File: src/lcs_length_dp_defines.svh
// Assertion macros for the LCS length block. Each expects clk and arst_n in scope.
`ifndef LCS_LENGTH_DP_DEFINES_SVH
`define LCS_LENGTH_DP_DEFINES_SVH
`ifndef SYNTHESIS
`define LCS_ASSERT_ALWAYS(lbl, expr, msg) \
	lbl: assert property (@(posedge clk) disable iff (!arst_n) (expr)) else $error(msg);
`define LCS_ASSERT_IMPL(lbl, ante, cons, msg) \
	lbl: assert property (@(posedge clk) disable iff (!arst_n) (ante) |-> (cons)) else $error(msg);
`define LCS_ASSERT_NEXT(lbl, ante, cons, msg) \
	lbl: assert property (@(posedge clk) disable iff (!arst_n) (ante) |=> (cons)) else $error(msg);
`else
`define LCS_ASSERT_ALWAYS(lbl, expr, msg)
`define LCS_ASSERT_IMPL(lbl, ante, cons, msg)
`define LCS_ASSERT_NEXT(lbl, ante, cons, msg)
`endif
`endif

File: src/lcs_pkg.sv
`default_nettype none
package lcs_pkg;

	localparam int unsigned SYM_W = 8;
	localparam int unsigned OUT_W = 7;

	localparam logic WS_X = 1'b0;
	localparam logic WS_Y = 1'b1;

	// Control bits of one y token moving down the cell row
	typedef struct packed {
		logic valid;
		logic last;
		logic upd;
	} tok_ctl_t;

endpackage
`default_nettype wire

File: src/lcs_cell.sv
`default_nettype none
module lcs_cell import lcs_pkg::*; #(
	parameter int unsigned MAX_LEN = 64,
	localparam int unsigned CW = $clog2(MAX_LEN + 1)
) (
	input  logic             clk,
	input  logic             arst_n,
	input  logic             x_we,
	input  logic [SYM_W-1:0] x_sym,
	input  tok_ctl_t         in_ctl,
	input  logic [SYM_W-1:0] in_sym,
	input  logic [CW-1:0]    in_cnt,
	input  logic [CW-1:0]    in_left,
	input  logic [CW-1:0]    in_diag,
	output tok_ctl_t         out_ctl,
	output logic [SYM_W-1:0] out_sym,
	output logic [CW-1:0]    out_cnt,
	output logic [CW-1:0]    out_left,
	output logic [CW-1:0]    out_diag
);

	logic [SYM_W-1:0] x_q;
	logic [CW-1:0]    d_q;
	tok_ctl_t         ctl_q;
	logic [SYM_W-1:0] sym_q;
	logic [CW-1:0]    cnt_q;
	logic [CW-1:0]    left_q;
	logic [CW-1:0]    diag_q;

	logic          act;
	logic [CW-1:0] vmax;
	logic [CW-1:0] vcalc;
	logic [CW-1:0] v;

	// Cell is part of the x string while the token still has cells to cover
	assign act   = (in_cnt != '0);
	assign vmax  = (in_left >= d_q) ? in_left : d_q;
	assign vcalc = !in_ctl.upd ? d_q :
		(x_q == in_sym) ? (in_diag + CW'(1)) : vmax;
	assign v     = act ? vcalc : in_left;

	always_ff @(posedge clk) begin
		if (x_we) begin
			x_q <= x_sym;
		end
	end

	always_ff @(posedge clk or negedge arst_n) begin
		if (!arst_n) begin
			d_q   <= '0;
			ctl_q <= '0;
		end else begin
			ctl_q <= in_ctl;
			if (in_ctl.valid) begin
				// last token leaves the row cleared behind it
				if (in_ctl.last) begin
					d_q <= '0;
				end else if (act && in_ctl.upd) begin
					d_q <= vcalc;
				end
			end
		end
	end

	always_ff @(posedge clk) begin
		sym_q  <= in_sym;
		cnt_q  <= act ? (in_cnt - CW'(1)) : '0;
		left_q <= v;
		diag_q <= d_q;
	end

	assign out_ctl  = ctl_q;
	assign out_sym  = sym_q;
	assign out_cnt  = cnt_q;
	assign out_left = left_q;
	assign out_diag = diag_q;

endmodule
`default_nettype wire

File: config.mk
export PLATFORM = sky130hd
export DESIGN_NAME = lcs_cell
export DESIGN_NICKNAME = d
export VERILOG_FILES = /design/src/lcs_length_dp_defines.svh /design/src/lcs_pkg.sv /design/src/lcs_cell.sv
export SDC_FILE = /design/constraint.sdc
export NUM_CORES = 1
export LEC_CHECK = 0
export BUFFER_PORTS_ARGS = -buffer_cell sky130_fd_sc_hd__buf_2
export CORE_ASPECT_RATIO = 1.75
export CORE_UTILIZATION = 50
export DETAILED_ROUTE_END_ITERATION = 8
export PLACE_DENSITY = 0.81
export SYNTH_ARGS = -nofsm -noshare
export SYNTH_HDL_FRONTEND = slang
export SYNTH_SLANG_ARGS = --single-unit
File: constraint.sdc
create_clock -name clk -period 4.5 [get_ports clk]
set_input_delay 0.225 -clock clk [delete_from_list [all_inputs] [get_ports clk]]
set_output_delay 0.225 -clock clk [all_outputs]
set_load 0.01 [all_outputs]
==> results.md <==
* Length of routed wiring on met1 at roughly 1500 microns
* Area Growth Syn to Fin at 26.5%
* Cell area after placement at approximately 2400 sq um
* Netlist area before placement at around 2000 sq um
* Lkg Pwr at ~1.1 nW
* Final setup viols at 0
* TritonCTS clock tree: yes
* Vias at between 1500 and 2000
* Buffer levels on the longest clock path at 2
* Clock edge transition at the registers on the reported setup and hold paths at 0.08 ns
* Number of top-level pins at 75
* CP delay by family, top: compound AO/OA/AOI/OAI gates
* Post-route worst hold slack at roughly 0.048 ns
* Measured slew at the worst slew-check pin at between 0.6 and 0.7 ns
* Synthesized netlist net count at between 200 and 250
* Total of max-cap violations at 0
* CP Max Fanout at 8
* Starting utilization of the core area at 0.521
* Critical Path Sink Type: register
* Largest net degree at the start of global routing at 21
* Routed via count divided by cell count at around 5.3
* Critical path arrival at roughly 2.3 ns
* Clock power frac at 0.292
* Share of the clock period used by the worst path at 0.483
* Proportion of total power due to net switching at 0.271
* Antenna violations before repair at 0
* Net total in the final layout at roughly 300
* Gr usage total at 0.218
* Max Freq at 460 MHz
* Antenna Cells at 0
* Number of buffers inserted by port buffering at between 70 and 80
* Part of the power in registers at 0.494
* Top_reg_cell synth: sky130_fd_sc_hd__dfxtp_1
* Fraction of the yosys area taken by sequential cells at 0.537
* Worst slew slack as a fraction of its limit at 0.552
* Unique cell type count in the Yosys netlist at 33
* Crit path launch type: register
* Total clock buffers created by CTS at 5
* Max stage delay on crit path at roughly 0.47 ns
* Number of rows in the core area at 30
* DIE AREA at about 4300 sq um
* Length of routed met2 wiring at ~2200 microns
* Synthesized area per cell at approximately 12 sq um
* Worst-skew pair later-pin latency at 0.30 ns
* Post-DP HPWL at roughly 3400 microns
* Design Area, Final at between 2000 and 3000 sq um
* Seq cells post-synth at between 40 and 50
* Top-count cell post-synth: sky130_fd_sc_hd__dfxtp_1
* Area leader, netlist: sky130_fd_sc_hd__dfxtp_1
* Initial DRC count at 46
* Combinational power share at 0.215
* Core occupancy in the finished layout at 0.659
* Worst-path cell with the longest stage delay: sky130_fd_sc_hd__a2111oi_2
* Routability cong. at between 0.8 and 0.9
* Number of global-route vias before repair at between 1500 and 2000
* First-pass GRT wire length at ~6900 microns
* Max-slew violation count at 0
* Final setup skew at approximately 0.0043 ns
* Synthesis warning total at 0
* Detail Route met3 WL at 276 microns
* Number of clock sinks at 47
* Layout cells sized above 1 at 0.401
* Antenna-violating nets left at 0
* Count of instances resized after the clock tree is built at 0
* Crit path buf inv count at 0
* Cell breakdown of the critical path: ha_1, nand2b_1, a2111oi_2, o21ai_4, o21a_4, o22ai_2, o21ai_1
* Leading post-synthesis cells by instance count: 29 x sky130_fd_sc_hd__dfxtp_1, 17 x sky130_fd_sc_hd__nand2_1, 14 x sky130_fd_sc_hd__o21ai_1
* Async set-reset flop share out of synthesis at 0.213
* Status: completed
* Design internal power at about 0.74 mW
* Leading cell types by total area after synthesis: sky130_fd_sc_hd__dfxtp_1 29%, sky130_fd_sc_hd__dfrtp_1 13%, sky130_fd_sc_hd__edfxtp_1 12%, sky130_fd_sc_hd__ha_1 6.3%, sky130_fd_sc_hd__xor2_1 5.7%
* Uppermost layer routed: met4
* Die extent in y at between 80 and 90 microns
* Hold buffer count at CTS at 1
* Fin crit period at around 2.2 ns
* Switching component of the power at 0.277 mW
* Final Hold Vio Count at 0
* Post-route setup TNS at 0 ns
* Detailed-routing iteration count for the pre-antenna-repair pass at 4
* Post-detailed-routing wire length at ~4200 microns
* Area of the placeable core at 3830 sq um
* Postcts setup bufs at 0
* Unrepaired setup endpoints after global routing: false
* DR DRC count at 0
* Tightest Hold Check Type: input port to register
* Number of instances in the synthesized netlist at about 170
* Worst path required time at 4.66 ns
* Total power of the final layout at around 1.0 mW
* Max IR drop VDD at 295 uV
* X dimension of the die at 49.8 microns
* Area share of the largest cell type after synthesis at 0.291
* Routed wire per std cell at ~14 microns
* Overflow left after global routing at 0
* Number of H-tree levels at 2
* EDFF count, synth at 8
* Setup CP Type: register to register
* Total power per unit cell area at about 400 nW/um^2
* CTS Root Cell: sky130_fd_sc_hd__clkbuf_8
==> cell usage in the layout, fill, tap and decap left out, types with 4 or more instances in the layout <==
| cell | n |
|---|---|
| sky130_fd_sc_hd__xnor2_1 | 4 |
| sky130_fd_sc_hd__edfxtp_1 | 8 |
| sky130_fd_sc_hd__o22ai_2 | 7 |
| sky130_fd_sc_hd__o21ai_1 | 14 |
| sky130_fd_sc_hd__a22oi_2 | 7 |
| sky130_fd_sc_hd__xor2_1 | 13 |
| sky130_fd_sc_hd__nand2_1 | 17 |
| sky130_fd_sc_hd__inv_1 | 10 |
| sky130_fd_sc_hd__nand3_1 | 4 |
| sky130_fd_sc_hd__buf_2 | 74 |
| sky130_fd_sc_hd__nor2_1 | 7 |
| sky130_fd_sc_hd__ha_1 | 10 |
| sky130_fd_sc_hd__clkbuf_8 | 5 |
| sky130_fd_sc_hd__a21oi_1 | 8 |
| sky130_fd_sc_hd__dfrtp_1 | 10 |
| sky130_fd_sc_hd__dfxtp_1 | 29 |
==> logic make-up after synthesis <==
family,synth area share
AO/OA/AOI/OAI,0.186
XOR/XNOR,0.0746
adder cells (fa/ha/maj),0.0627
buffers and inverters,0.0307
flip-flops,0.537
AND/OR/NAND/NOR,0.110
==> metrics by stage <==
step / setup WS, ns / cells
floorplan: 2.47 / 172
global placement: 2.39 / 291
detailed placement: 2.34 / 291
CTS: 2.33 / 300
global route: 2.19 / 300
finish: 2.33 / 300
==> worst paths after layout <==
check	from	to	slack, ns	cells after the start
min	in_ctl[2]	out_ctl[2]$_DFF_PN0_	0.05	1
min reg2reg	d_q[0]$_DFFE_PN0P_	out_diag[0]$_DFF_P_	0.45	0
min in group asynchronous	arst_n	d_q[6]$_DFFE_PN0P_	0.31	2
max in group asynchronous	arst_n	d_q[5]$_DFFE_PN0P_	3.99	2
max	d_q[0]$_DFFE_PN0P_	out_left[2]$_DFF_P_	2.33	7
max reg2reg	d_q[0]$_DFFE_PN0P_	out_left[2]$_DFF_P_	2.33	7
==> worst register-to-register path, stage by stage (launching register included) <==
cell,delay [ns]
sky130_fd_sc_hd__dfrtp_1,0.42
sky130_fd_sc_hd__ha_1,0.27
sky130_fd_sc_hd__nand2b_1,0.15
sky130_fd_sc_hd__a2111oi_2,0.47
sky130_fd_sc_hd__o21ai_4,0.18
sky130_fd_sc_hd__o21a_4,0.28
sky130_fd_sc_hd__o22ai_2,0.18
sky130_fd_sc_hd__o21ai_1,0.08
==> power by group through the flow <==
stage | clock [mW] | sequential [mW] | combinational [mW]
floorplan | 0 | 0.529 | 0.113
global placement | 0 | 0.514 | 0.215
detailed placement | 0 | 0.515 | 0.218
CTS | 0.301 | 0.505 | 0.221
global route | 0.317 | 0.510 | 0.241
finish | 0.298 | 0.504 | 0.219
==> per-layer routing <==
| metal | track usage | vias up |
|---|---|---|
| li1 | - | 760 |
| met1 | 0.226 | 733 |
| met2 | 0.385 | 68 |
| met3 | 0.0514 | 17 |
| met4 | 0.135 | 0 |
| met5 | 0 | - |
==> sequential cells by signal (all words and copies together), names as in the netlist <==
name,flops
d_q,7
out_sym,8
out_left,7
x_q,8
out_ctl,3
out_diag,7
out_cnt,7
==> layout make-up <==
cell class / instances / area (sq um)
Clock inverter: 1 / 30.0
Clock buffer: 7 / 76.3
Tap cell: 48 / 60.1
Timing Repair Buffer: 75 / 380
Sequential cell: 47 / 1070
Multi-Input combinational cell: 111 / 863
Inverter: 11 / 42.5
Fill cell: 306 / 1310
Note: power is estimated with default switching activity, not from simulation.
