$ cat src/lcs_length_dp_defines.svh
// Assertion macros for the LCS length block. Each expects clk and arst_n in scope.
`ifndef LCS_LENGTH_DP_DEFINES_SVH
`define LCS_LENGTH_DP_DEFINES_SVH
`ifndef SYNTHESIS
`define LCS_ASSERT_ALWAYS(lbl, expr, msg) \
	lbl: assert property (@(posedge clk) disable iff (!arst_n) (expr)) else $error(msg);
`define LCS_ASSERT_IMPL(lbl, ante, cons, msg) \
	lbl: assert property (@(posedge clk) disable iff (!arst_n) (ante) |-> (cons)) else $error(msg);
`define LCS_ASSERT_NEXT(lbl, ante, cons, msg) \
	lbl: assert property (@(posedge clk) disable iff (!arst_n) (ante) |=> (cons)) else $error(msg);
`else
`define LCS_ASSERT_ALWAYS(lbl, expr, msg)
`define LCS_ASSERT_IMPL(lbl, ante, cons, msg)
`define LCS_ASSERT_NEXT(lbl, ante, cons, msg)
`endif
`endif

$ cat src/lcs_pkg.sv
`default_nettype none
package lcs_pkg;

	localparam int unsigned SYM_W = 8;
	localparam int unsigned OUT_W = 7;

	localparam logic WS_X = 1'b0;
	localparam logic WS_Y = 1'b1;

	// Control bits of one y token moving down the cell row
	typedef struct packed {
		logic valid;
		logic last;
		logic upd;
	} tok_ctl_t;

endpackage
`default_nettype wire

$ cat src/lcs_ifs.sv
`default_nettype none
interface lcs_sym_if import lcs_pkg::*; ();
	logic             valid;
	logic             ready;
	logic             which_string;
	logic [SYM_W-1:0] symbol;
	logic             last;

	modport source(output valid, which_string, symbol, last, input ready);
	modport sink(input valid, which_string, symbol, last, output ready);
endinterface

interface lcs_res_if import lcs_pkg::*; ();
	logic             valid;
	logic             ready;
	logic [OUT_W-1:0] lcs_length;
	logic [OUT_W-1:0] x_length;
	logic [OUT_W-1:0] y_length;
	logic             error;

	modport source(output valid, lcs_length, x_length, y_length, error, input ready);
	modport sink(input valid, lcs_length, x_length, y_length, error, output ready);
endinterface
`default_nettype wire

$ cat src/lcs_ctrl.sv
`default_nettype none
`include "lcs_length_dp_defines.svh"
module lcs_ctrl import lcs_pkg::*; #(
	parameter int unsigned MAX_LEN = 64,
	localparam int unsigned CW = $clog2(MAX_LEN + 1)
) (
	input  logic             clk,
	input  logic             arst_n,
	lcs_sym_if.sink          symbols,
	lcs_res_if.source        results,
	output logic             x_we,
	output logic [CW-1:0]    x_idx,
	output logic [SYM_W-1:0] x_sym,
	output tok_ctl_t         ent_ctl,
	output logic [SYM_W-1:0] ent_sym,
	output logic [CW-1:0]    ent_cnt,
	input  tok_ctl_t         ext_ctl,
	input  logic [CW-1:0]    ext_len
);

	typedef enum logic [2:0] {
		ST_RUN   = 3'b001,
		ST_DRAIN = 3'b010,
		ST_HOLD  = 3'b100
	} state_t;

	state_t        state_q;
	logic [CW-1:0] x_count_q;
	logic [CW-1:0] y_count_q;
	logic          err_q;

	logic [OUT_W-1:0] pend_lcs_q;
	logic [OUT_W-1:0] pend_xlen_q;
	logic [OUT_W-1:0] pend_ylen_q;
	logic             pend_err_q;

	logic             res_valid_q;
	logic [OUT_W-1:0] res_lcs_q;
	logic [OUT_W-1:0] res_xlen_q;
	logic [OUT_W-1:0] res_ylen_q;
	logic             res_err_q;

	logic          accept;
	logic          is_y;
	logic          x_ok;
	logic          y_ok;
	logic [CW-1:0] y_count_nx;
	logic          err_nx;
	logic          end_pair;
	logic          exit_last;
	logic          out_free;
	logic          out_load;

	assign symbols.ready = (state_q == ST_RUN);
	assign accept        = symbols.valid && symbols.ready;
	assign is_y          = (symbols.which_string == WS_Y);

	// x is refused once y has started or the row is full
	assign x_ok       = (y_count_q == '0) && (x_count_q != CW'(MAX_LEN));
	assign y_ok       = (y_count_q != CW'(MAX_LEN));
	assign y_count_nx = y_ok ? (y_count_q + CW'(1)) : y_count_q;
	assign err_nx     = err_q | (is_y ? !y_ok : !x_ok);
	assign end_pair   = accept && is_y && symbols.last;

	assign x_we  = accept && !is_y && x_ok;
	assign x_idx = x_count_q;
	assign x_sym = symbols.symbol;

	// an overflowed y still runs down the row, without update, to read the result
	assign ent_ctl.valid = accept && is_y;
	assign ent_ctl.last  = symbols.last;
	assign ent_ctl.upd   = y_ok;
	assign ent_sym       = symbols.symbol;
	assign ent_cnt       = x_count_q;

	assign exit_last = ext_ctl.valid && ext_ctl.last;
	assign out_free  = !res_valid_q || results.ready;
	assign out_load  = (state_q == ST_HOLD) && out_free;

	always_ff @(posedge clk or negedge arst_n) begin
		if (!arst_n) begin
			state_q   <= ST_RUN;
			x_count_q <= '0;
			y_count_q <= '0;
			err_q     <= 1'b0;
		end else begin
			if (accept) begin
				if (end_pair) begin
					x_count_q <= '0;
					y_count_q <= '0;
					err_q     <= 1'b0;
				end else begin
					if (x_we) begin
						x_count_q <= x_count_q + CW'(1);
					end
					if (is_y) begin
						y_count_q <= y_count_nx;
					end
					err_q <= err_nx;
				end
			end
			case (state_q)
				ST_RUN: begin
					if (end_pair) begin
						state_q <= ST_DRAIN;
					end
				end
				ST_DRAIN: begin
					if (exit_last) begin
						state_q <= ST_HOLD;
					end
				end
				ST_HOLD: begin
					if (out_free) begin
						state_q <= ST_RUN;
					end
				end
				default: begin
					state_q <= ST_RUN;
				end
			endcase
		end
	end

	always_ff @(posedge clk) begin
		if (end_pair) begin
			pend_xlen_q <= OUT_W'(x_count_q);
			pend_ylen_q <= OUT_W'(y_count_nx);
			pend_err_q  <= err_nx;
		end
		if (exit_last) begin
			pend_lcs_q <= OUT_W'(ext_len);
		end
		if (out_load) begin
			res_lcs_q  <= pend_lcs_q;
			res_xlen_q <= pend_xlen_q;
			res_ylen_q <= pend_ylen_q;
			res_err_q  <= pend_err_q;
		end
	end

	always_ff @(posedge clk or negedge arst_n) begin
		if (!arst_n) begin
			res_valid_q <= 1'b0;
		end else if (out_load) begin
			res_valid_q <= 1'b1;
		end else if (results.ready) begin
			res_valid_q <= 1'b0;
		end
	end

	assign results.valid      = res_valid_q;
	assign results.lcs_length = res_lcs_q;
	assign results.x_length   = res_xlen_q;
	assign results.y_length   = res_ylen_q;
	assign results.error      = res_err_q;

	`LCS_ASSERT_NEXT(a_end_clears, end_pair, state_q == ST_DRAIN && x_count_q == '0 && y_count_q == '0 && !err_q, "pair end did not clear counters")
	`LCS_ASSERT_IMPL(a_exit_in_drain, exit_last, state_q == ST_DRAIN, "last token left the row outside drain")
	`LCS_ASSERT_ALWAYS(a_count_range, x_count_q <= CW'(MAX_LEN) && y_count_q <= CW'(MAX_LEN), "symbol count beyond row length")
	`LCS_ASSERT_NEXT(a_hold_loads, out_load, results.valid && state_q == ST_RUN, "held result not presented")

endmodule
`default_nettype wire

$ cat src/flat_wrapper.sv
// flat-port wrapper written by rule: the top's interface ports become plain ports
module lcs_ctrl_flat import lcs_pkg::*;
#(
	parameter int unsigned MAX_LEN = 64,
	localparam int unsigned CW = $clog2(MAX_LEN + 1)
)
  (clk, arst_n, x_we, x_idx, x_sym, ent_ctl, ent_sym, ent_cnt, ext_ctl, ext_len, symbols_valid, symbols_which_string, symbols_symbol, symbols_last, symbols_ready, results_valid, results_lcs_length, results_x_length, results_y_length, results_error, results_ready);
  lcs_sym_if symbols_i ();
  lcs_res_if results_i ();
  input  logic clk;
  input  logic arst_n;
  output logic x_we;
  output logic [CW-1:0] x_idx;
  output logic [SYM_W-1:0] x_sym;
  output tok_ctl_t ent_ctl;
  output logic [SYM_W-1:0] ent_sym;
  output logic [CW-1:0] ent_cnt;
  input  tok_ctl_t ext_ctl;
  input  logic [CW-1:0] ext_len;
  input wire logic [$bits(symbols_i.valid)-1:0] symbols_valid;
  input wire logic [$bits(symbols_i.which_string)-1:0] symbols_which_string;
  input wire logic [$bits(symbols_i.symbol)-1:0] symbols_symbol;
  input wire logic [$bits(symbols_i.last)-1:0] symbols_last;
  output wire logic [$bits(symbols_i.ready)-1:0] symbols_ready;
  output wire logic [$bits(results_i.valid)-1:0] results_valid;
  output wire logic [$bits(results_i.lcs_length)-1:0] results_lcs_length;
  output wire logic [$bits(results_i.x_length)-1:0] results_x_length;
  output wire logic [$bits(results_i.y_length)-1:0] results_y_length;
  output wire logic [$bits(results_i.error)-1:0] results_error;
  input wire logic [$bits(results_i.ready)-1:0] results_ready;
  assign symbols_i.valid = symbols_valid;
  assign symbols_i.which_string = symbols_which_string;
  assign symbols_i.symbol = symbols_symbol;
  assign symbols_i.last = symbols_last;
  assign symbols_ready = symbols_i.ready;
  assign results_valid = results_i.valid;
  assign results_lcs_length = results_i.lcs_length;
  assign results_x_length = results_i.x_length;
  assign results_y_length = results_i.y_length;
  assign results_error = results_i.error;
  assign results_i.ready = results_ready;
  lcs_ctrl #(.MAX_LEN(MAX_LEN)) u_core (.clk(clk), .arst_n(arst_n), .symbols(symbols_i), .results(results_i), .x_we(x_we), .x_idx(x_idx), .x_sym(x_sym), .ent_ctl(ent_ctl), .ent_sym(ent_sym), .ent_cnt(ent_cnt), .ext_ctl(ext_ctl), .ext_len(ext_len));
endmodule
$ cat config.mk
export PLATFORM = sky130hd
export DESIGN_NAME = lcs_ctrl_flat
export DESIGN_NICKNAME = d
export VERILOG_FILES = /design/src/lcs_pkg.sv /design/src/lcs_ifs.sv /design/src/lcs_ctrl.sv /design/src/flat_wrapper.sv
export VERILOG_INCLUDE_DIRS = /design/src /design/src/src
export SDC_FILE = /design/constraint.sdc
export NUM_CORES = 1
export LEC_CHECK = 0
export BUFFER_PORTS_ARGS = -buffer_cell sky130_fd_sc_hd__buf_2
export CORE_AREA = 2 2 75 77
export CTS_BUF_LIST = sky130_fd_sc_hd__clkbuf_8
export CTS_CLUSTER_SIZE = 25
export DETAILED_ROUTE_END_ITERATION = 8
export DIE_AREA = 0 0 77 79
export GPL_TIMING_DRIVEN = 0
export PLACE_DENSITY = 0.92
export SLEW_MARGIN = 5
export SYNTH_ARGS = -nofsm -noshare
export SYNTH_HDL_FRONTEND = slang
export SYNTH_SLANG_ARGS = --single-unit
$ cat constraint.sdc
create_clock -name clk -period 3 [get_ports clk]
set_input_delay 0.15 -clock clk [delete_from_list [all_inputs] [get_ports clk]]
set_output_delay 0.15 -clock clk [all_outputs]
set_load 0.01 [all_outputs]
==> results of run 1 <==
==> layer usage <==
layer / vias up / routed length (um) / part of all wire
li1: 868 / - / -
met1: 853 / 1940 / 0.39
met2: 115 / 2570 / 0.51
met3: 10 / 397 / 0.079
met4: 0 / 112 / 0.022
met5: - / 0 / 0
==> flip-flops by register name, indices dropped and copies added (netlist names) <==
signal and flops:
u_core.pend_xlen_q 7, u_core.err_q 1, u_core.results.x_length 7, u_core.results.y_length 7
u_core.results.error 1, u_core.state_q 3, u_core.pend_err_q 1, u_core.results.lcs_length 7
u_core.pend_lcs_q 7, u_core.y_count_q 7, u_core.results.valid 1, u_core.ent_cnt 7
u_core.pend_ylen_q 7
==> critical path, delay by kind of cell, from the launching register on <==
kind / cells / cell delay, ns
flip-flops: 1 / 0.47
buffers and inverters: 2 / 0.34
AND/OR/NAND/NOR: 2 / 0.64
AO/OA/AOI/OAI: 1 / 0.29
==> kinds of logic (layout without fill, tap and decap cells) <==
family	count (synthesis)	in the layout	synth area share
AOI/OAI and AO/OA	31	31	0.0806
xor gates and xnor gates	6	6	0.0196
adders and majority gates	4	4	0.0186
buffers and inverters	41	137	0.100
and+or+nand+nor	46	46	0.104
DFF	63	63	0.669
muxes	2	2	0.00792
==> cell type report <==
cell class | count | area (um2)
multi-input combinational | 89 | 622
tap | 72 | 90.1
buffer | 31 | 231
clock buffer | 9 | 124
timing repair buffer | 80 | 450
fill | 371 | 1900
sequential | 63 | 1800
inverter | 10 | 37.5
clock inverter | 7 | 88.8
==> placed cells by master (no fill, tap or decap), types with 3 or more instances in the layout <==
| master | Yosys | layout |
|---|---|---|
| dlygate4sd3_1 | 0 | 8 |
| ha_1 | 4 | 4 |
| nand2_1 | 8 | 8 |
| nand3_1 | 8 | 8 |
| o21ai_0 | 3 | 3 |
| edfxtp_1 | 44 | 44 |
| a21oi_1 | 8 | 8 |
| a22o_1 | 3 | 3 |
| buf_2 | 2 | 73 |
| or4_1 | 5 | 5 |
| o31ai_1 | 8 | 8 |
| dfrtp_1 | 18 | 18 |
| inv_1 | 10 | 11 |
| buf_4 | 26 | 26 |
| xnor2_1 | 5 | 5 |
| clkbuf_8 | 0 | 9 |
| nor2_1 | 7 | 6 |
==> synth_stat cells, types with 2 or more instances <==
cell type / count
edfxtp_1: 44
o31ai_1: 8
a31oi_1: 2
dfrtp_1: 18
nand2_1: 8
buf_4: 26
a21oi_1: 8
and3_2: 2
nor3b_1: 2
buf_2: 2
or3_1: 2
a22o_1: 3
nand3_1: 8
nand3b_1: 2
nand2b_1: 2
inv_1: 10
ha_1: 4
buf_6: 2
nor2_1: 7
or4_1: 5
xnor2_1: 5
o21ai_0: 3
==> stage by stage <==
| step | total power, mW | cells |
|---|---|---|
| final | 2.10 | 361 |
| after global routing | 2.18 | 361 |
| after CTS | 2.11 | 361 |
| after detailed placement | 1.33 | 337 |
| after global placement | 1.31 | 336 |
| after floorplan | 1.23 | 193 |
==> power by group through the flow <==
stage | combinational (mW) | clock (mW) | sequential [mW]
6_report | 0.298 | 0.770 | 1.03
5_1_grt | 0.325 | 0.819 | 1.03
4_1_cts | 0.295 | 0.785 | 1.03
3_5_place_dp | 0.282 | 0 | 1.05
3_3_place_gp | 0.271 | 0 | 1.04
2_1_floorplan | 0.190 | 0 | 1.04
==> path summary, 6_finish.rpt <==
check                                 startpoint                          to  slack, ns
min in group asynchronous                 arst_n           u_core.ent_cnt[0]       0.29
setup / recovery               u_core.ent_cnt[3]                        x_we       0.79
setup reg to reg               u_core.state_q[0]       u_core.pend_ylen_q[1]       0.86
hold reg to reg            u_core.pend_xlen_q[3]  u_core.results.x_length[3]       0.42
hold / removal                     results_ready           u_core.state_q[2]       0.17
max in group asynchronous                 arst_n           u_core.state_q[0]       2.35
==> impl_metrics.yaml, run 1 <==
layout:
  drive_gt1_frac: 0.433
  synthToLayoutAreaGrowth_pct: 28.1
  finalNetCount: 312
  final_area_um2: 3440
  antenna_cells: 0
  fin_util: 0.645
synth:
  ys_seq_area_frac: 0.669
  async_reset_ff_frac: 0.302
  synth.top_cell.area_share: 0.492
  synth_largest_area_cell: "edfxtp_1"
  syn_area_per_cell_um2: 13.9
  synth_area_um2: 2690
  syn_nets: 221
  yosys_warnings: 0
  synth_ff_type: "edfxtp_1"
  synth_edf_count: 44
  synth_seq_cells: 63
  netlist_top_cells_area: "edfxtp_1 (49%), dfrtp_1 (17%), buf_4 (7.3%)"
  ys_types: 42
  syn_inst: 193
timing:
  slew_headroom: 0.528
  fmax_mhz: 453
  fin_skew_ns: 0.00933
  setup-tns-final_ns: 0
  post-route-period-util: 0.736
  slew_viol_final: 0
  holdWs_ns: 0.173
  rsz0062_at_grt: "false"
  post-route-min-period_ns: 2.21
  hold_violations: 0
  final.setup.worst_slack_ns: 0.793
  tightestPinTransition_ns: 0.708
  setup_viol: 0
floorplan:
  rows: 27
  pin_count: 82
  core-area_um2: 5340
  die_area_um2: 6080
  die_h_um: 79
  dieWidth_um: 77
  start_util: 0.503
clocking:
  cts_buffers: 9
  htreeDepth: 3
  clk_pin_slew_ns: 0.06
  cts_setup_buffers: 0
  cts_hold_buf: 8
  cts.repair.resized: 0
  tritoncts: "built"
  clockBufferDepth: 2
  clk_latency_ns: 0.33
  root_buffer: "clkbuf_8"
  clock-sinks: 63
global_route:
  grt_max_degree: 22
  gr-usage-met2: 0.290
  top_usage_layer: "met2"
  use_met1: 0.190
  grt-ovfl-total: 0
  grt_use_total: 0.170
  antenna_found_initial: 0
  gr-usage-met3: 0.0443
  grt_pass1_vias: 1698
  grt_pass1_wl_um: 7800
place:
  hpwl_um: 3170
  place_area_um2: 3150
  portBuffers: 71
  place.gp.congestion: 0.861
  pre_cts_ws_ns: 0.905
detailed_routing:
  vias_per_cell: 5.11
  finalWirelength_um: 5020
  routedWlPerCell_um: 13.9
  drt_iter0_drc: 141
  route.detailed.drc: 0
  ant_nets: 0
  via_count: 1846
  dr.pass1.iters: 4
setup_path:
  max_stage_delay_ns: 0.56
  r2r_cells: 3
  startpoint_type: "register"
  crit_fanout: 10
  arrival_ns: 2.06
  path_cells: "or4_1 -> o211ai_2 -> buf_6 -> nor2_1 -> buf_2"
  worst_path_max_delay_cell: "or4_1"
  required_ns: 2.85
  timing.setup.critical_path_class: "register to output pin"
  worst_setup_path_end_kind: "output pin"
hold_path:
  min_path_cells: 4
  hp-class: "input pin to register"
pwr:
  powerDensity_nw_per_um2: 609
  p_leak_nw: 1.53
  internal_power_mw: 1.59
  clkPwrFrac: 0.367
  pwr-share-comb: 0.142
  swShare: 0.242
  p_switching_mw: 0.508
  pwr-share-seq: 0.491
  vdd_drop_max_v: 0.000271
run_status:
  status: "finished clean"
job:
  max_cap_violations: 0
Power figures use the tool's default switching activity.
==> run 2: changes to the inputs <==
==> constraint.sdc (replaced) <==
create_clock -name clk -period 2.07 [get_ports clk]
set_input_delay 0.1035 -clock clk [delete_from_list [all_inputs] [get_ports clk]]
set_output_delay 0.1035 -clock clk [all_outputs]
set_load 0.01 [all_outputs]
==> run 2 against run 1 <==
Count of clock-buffer cells in the layout is the same. Clock skew about the same. Via count is 4.0% higher. Combinational power is 85% higher. Largest power group unchanged. Flip-flop and latch count stayed put.
==> impl_metrics.yaml, run 2 (synthesized netlist as in run 1, its figures left out) <==
timing:
  fmax_mhz: 486
  rsz0062_at_grt: "true"
  fin_skew_ns: 0.00940
  slew_viol_final: 0
  hold_violations: 0
  setup_viol: 0
  tightestPinTransition_ns: 0.462
  post-route-period-util: 0.993
  slew_headroom: 0.692
  post-route-min-period_ns: 2.06
  holdWs_ns: 0.124
pwr:
  pwr-share-comb: 0.173
  pwr-share-seq: 0.470
  p_switching_mw: 0.793
  powerDensity_nw_per_um2: 891
  swShare: 0.250
  internal_power_mw: 2.38
  vdd_drop_max_v: 0.000381
  clkPwrFrac: 0.357
  power_mw: 3.17
  p_leak_nw: 1.56
layout:
  final_common_cell: "buf_2"
  synthToLayoutAreaGrowth_pct: 32.5
  final_cell_mix: "buf_2 (72), edfxtp_1 (44), buf_4 (35), dfrtp_1 (14), inv_1 (10)"
  drive_gt1_frac: 0.487
  fin_util: 0.667
  finalNetCount: 321
  antenna_cells: 0
floorplan:
  start_util: 0.503
  core-area_um2: 5340
  pin_count: 82
  die_h_um: 79
  die_area_um2: 6080
  rows: 27
  dieWidth_um: 77
setup_path:
  crit_fanout: 7
  arrival_ns: 1.95
  r2r_slack_ns: 0.03
  crit_start: "u_core.y_count_q[1]"
  worstReg2RegStart: "u_core.y_count_q[1]"
  startpoint_type: "register"
  timing.setup.critical_path_class: "register to output pin"
  worst_setup_path_end_kind: "output pin"
  required_ns: 1.97
place:
  portBuffers: 71
  hpwl_um: 3170
  place.gp.congestion: 0.861
global_route:
  grt_pass1_vias: 1782
  grt_max_degree: 22
  antenna_found_initial: 0
  grt-ovfl-total: 0
  grt_use_total: 0.186
  grt_pass1_wl_um: 8410
detailed_routing:
  route.detailed.drc: 0
  routedWlPerCell_um: 15.4
  via_count: 1920
  drt_iter0_drc: 154
  ant_nets: 0
  finalWirelength_um: 5680
  dr.pass1.iters: 4
  vias_per_cell: 5.19
clocking:
  clk_latency_ns: 0.34
  root_buffer: "clkbuf_8"
  clk_pin_slew_ns: 0.07
  clock-sinks: 63
  htreeDepth: 3
  clockBufferDepth: 2
  tritoncts: "built"
  cts_buffers: 9
hold_path:
  hp-class: "input pin to register"
  holdCritStartpoint: "results_ready"
run_status:
  status: "finished clean"
job:
  max_cap_violations: 0
[run 2: worst max-delay path, stage by stage (launching register included)]
cell	delay [ns]
dfrtp_1	0.42
inv_1	0.10
ha_1	0.14
nor4b_4	0.22
buf_4	0.18
o211ai_4	0.08
buf_6	0.15
nor2_2	0.16
buf_2	0.16
[run 2: metal layers]
layer	GRT usage	routed length, um	part of all wire	up-vias
met1	0.202	2150	0.38	903
met3	0.0580	482	0.085	20
met4	0.141	237	0.042	0
met5	0	0	0	-
met2	0.306	2810	0.49	117
li1	-	-	-	880
[run 2: final cells by class]
cell class / count / area (um2)
timing repair buffer: 90 / 529
fill: 360 / 1780
clock buffer: 9 / 124
buffer: 30 / 226
tap: 72 / 90.1
multi-input combinational: 89 / 656
inverter: 10 / 41.3
sequential: 63 / 1800
clock inverter: 7 / 88.8
[run 2: worst paths after layout]
path | end | cells after the start
max | x_we | 8
min in group asynchronous | u_core.ent_cnt[0] | 2
max reg2reg | u_core.ent_cnt[2] | 8
max in group asynchronous | u_core.state_q[0] | 2
min | u_core.state_q[2] | 4
min reg2reg | u_core.results.x_length[3] | 0
[run 2: what timing repair did]
| action | in CTS | in global routing |
|---|---|---|
| hold endpoints to repair | 25 | 0 |
| pin swaps | 1 | 3 |
| setup buffers | 2 | 8 |
| setup endpoints to repair | 17 | 6 |
| hold buffers | 8 | 0 |
| gates resized for setup | 5 | 9 |
[run 2: power groups by stage]
stage                     Sequential, mW  Clock, mW  Combinational, mW
after global placement              1.51          0              0.393
after CTS                           1.49       1.14              0.459
final                               1.49       1.13              0.550
after detailed placement            1.52          0              0.409
after global routing                1.50       1.20              0.594
after floorplan                     1.51          0              0.276
[run 2: through the flow]
stage / cell area [um2] / std cells / setup TNS, ns / worst slack (ns)
floorplan: 2690 / 193 / 0 / 0.124
global placement: 3130 / 336 / -3.57 / -0.160
detailed placement: 3150 / 337 / -0.365 / -0.0248
CTS: 3480 / 363 / 0 / 0.00303
global route: 3560 / 370 / -0.468 / -0.0922
finish: 3560 / 370 / 0 / 0.0143
==> run 3: changes to the inputs <==
--- a/config.mk
+++ b/config.mk
@@ -13,6 +13,7 @@
 export DETAILED_ROUTE_END_ITERATION = 8
 export DIE_AREA = 0 0 77 79
 export GPL_TIMING_DRIVEN = 0
+export HOLD_SLACK_MARGIN = 0.15
 export PLACE_DENSITY = 0.92
 export SLEW_MARGIN = 5
 export SYNTH_ARGS = -nofsm -noshare
==> run 3 against run 2 <==
Via count grew 1.3%. Flip-flop and latch count is the same. Critical path depth shrank 3. Hold slack gained 0.11 ns. Sequential share of layout area shrank 0.14 points. Non-clock buffer count grew 1. Critical path type unchanged.
==> impl_metrics.yaml, run 3 (synthesized netlist as in run 1, its figures left out) <==
detailed_routing:
  ant_nets: 0
  drt_iter0_drc: 145
  routedWlPerCell_um: 15.7
  vias_per_cell: 5.24
  route.detailed.drc: 0
  via_count: 1945
  dr.pass1.iters: 4
  finalWirelength_um: 5830
clocking:
  htreeDepth: 3
  clk_latency_ns: 0.34
  clockBufferDepth: 2
  tritoncts: "built"
  cts_buffers: 9
  clock-sinks: 63
  clk_pin_slew_ns: 0.07
  root_buffer: "clkbuf_8"
global_route:
  grt_max_degree: 22
  grt_pass1_vias: 1803
  antenna_found_initial: 0
  grt_pass1_wl_um: 8510
  grt_use_total: 0.189
  grt-ovfl-total: 0
layout:
  final_cell_mix: "buf_2 (72), edfxtp_1 (44), buf_4 (35), dfrtp_1 (14), inv_1 (10)"
  final_cells: 371
  antenna_cells: 0
  num-fill-cells: 362
  finalNetCount: 322
  fin_util: 0.669
  final_common_cell: "buf_2"
  drive_gt1_frac: 0.485
  synthToLayoutAreaGrowth_pct: 32.8
setup_path:
  startpoint_type: "register"
  max_stage_delay_ns: 0.56
  arrival_ns: 1.95
  worst_path_max_delay_cell: "or4_4"
  timing.setup.critical_path_class: "register to output pin"
  required_ns: 1.97
  path_cells: "or4_4 -> o211ai_4 -> buf_6 -> nor2_2 -> buf_2"
  r2r_slack_ns: 0.04
  worst_setup_path_end_kind: "output pin"
  crit_fanout: 7
floorplan:
  dieWidth_um: 77
  core-area_um2: 5340
  rows: 27
  die_h_um: 79
  die_area_um2: 6080
  start_util: 0.503
  pin_count: 82
timing:
  setup_viol: 0
  post-route-period-util: 0.992
  tightestPinTransition_ns: 0.457
  slew_viol_final: 0
  rsz0062_at_grt: "true"
  post-route-min-period_ns: 2.05
  fin_skew_ns: 0.00900
  hold_violations: 0
  fmax_mhz: 487
  slew_headroom: 0.693
run_status:
  status: "finished clean"
job:
  max_cap_violations: 0
place:
  hpwl_um: 3170
  place.gp.congestion: 0.861
  portBuffers: 71
  dp.cells: 337
pwr:
  powerDensity_nw_per_um2: 893
  vdd_drop_max_v: 0.000381
  p_leak_nw: 1.57
hold_path:
  hp-class: "input pin to asynchronous set/reset pin"
run 3: report_power, final:
part           leakage [nW]  switching [mW]  total, mW  internal (mW)
registers             0.656          0.0655       1.49           1.42
clock network         0.108           0.474       1.14          0.669
logic                 0.802           0.267      0.553          0.286
run 3: final timing paths:
path | start | end | cells past startpoint
max in group asynchronous | arst_n | u_core.state_q[0] | 2
min reg2reg | u_core.pend_xlen_q[6] | u_core.results.x_length[6] | 0
max reg2reg | u_core.y_count_q[1] | u_core.ent_cnt[2] | 8
min in group clk | symbols_which_string | u_core.pend_err_q | 3
min | arst_n | u_core.ent_cnt[0] | 2
max | u_core.ent_cnt[4] | x_we | 5
run 3: critical path: cells and delay by family (launching register included):
family,cells,cell delay (ns)
AO/OA/AOI/OAI,1,0.23
buffers and inverters,2,0.30
flip-flops,1,0.45
AND/OR/NAND/NOR,2,0.62
run 3: layer usage:
layer / global-route usage / share of wire / routed length (um)
met1: 0.208 / 0.39 / 2270
met2: 0.307 / 0.50 / 2940
met3: 0.0545 / 0.073 / 425
met4: 0.150 / 0.035 / 205
met5: 0 / 0 / 0
run 3: area by class of cell:
type | count | area, um2 | area share
Buffer | 30 | 226 | 0.0635
Clock buffer | 9 | 124 | 0.0347
Clock inverter | 7 | 88.8 | 0.0249
Inverter | 10 | 41.3 | 0.0116
Multi-Input combinational cell | 89 | 656 | 0.184
Sequential cell | 63 | 1800 | 0.505
Tap cell | 72 | 90.1 | 0.0252
Timing Repair Buffer | 91 | 539 | 0.151
run 3: what timing repair did:
action	CTS	global route
setup buffers	2	8
endpoints found under the setup margin	17	6
gates resized for setup	5	9
pin swaps	1	3
hold endpoints to repair	29	0
hold buffers	9	0
run 3: per-stage QoR:
step / TNS (ns) / worst slack (ns) / cell area (um2) / power [mW] / hold WS (ns)
final: 0 / 0.0162 / 3570 / 3.18 / 0.239
after floorplan: 0 / 0.124 / 2690 / 1.78 / -0.192
after global placement: -3.57 / -0.160 / 3130 / 1.90 / 0.0645
after detailed placement: -0.365 / -0.0248 / 3150 / 1.92 / 0.0712
after CTS: 0 / 0.00303 / 3490 / 3.09 / 0.206
after global routing: -0.343 / -0.0668 / 3570 / 3.30 / 0.274
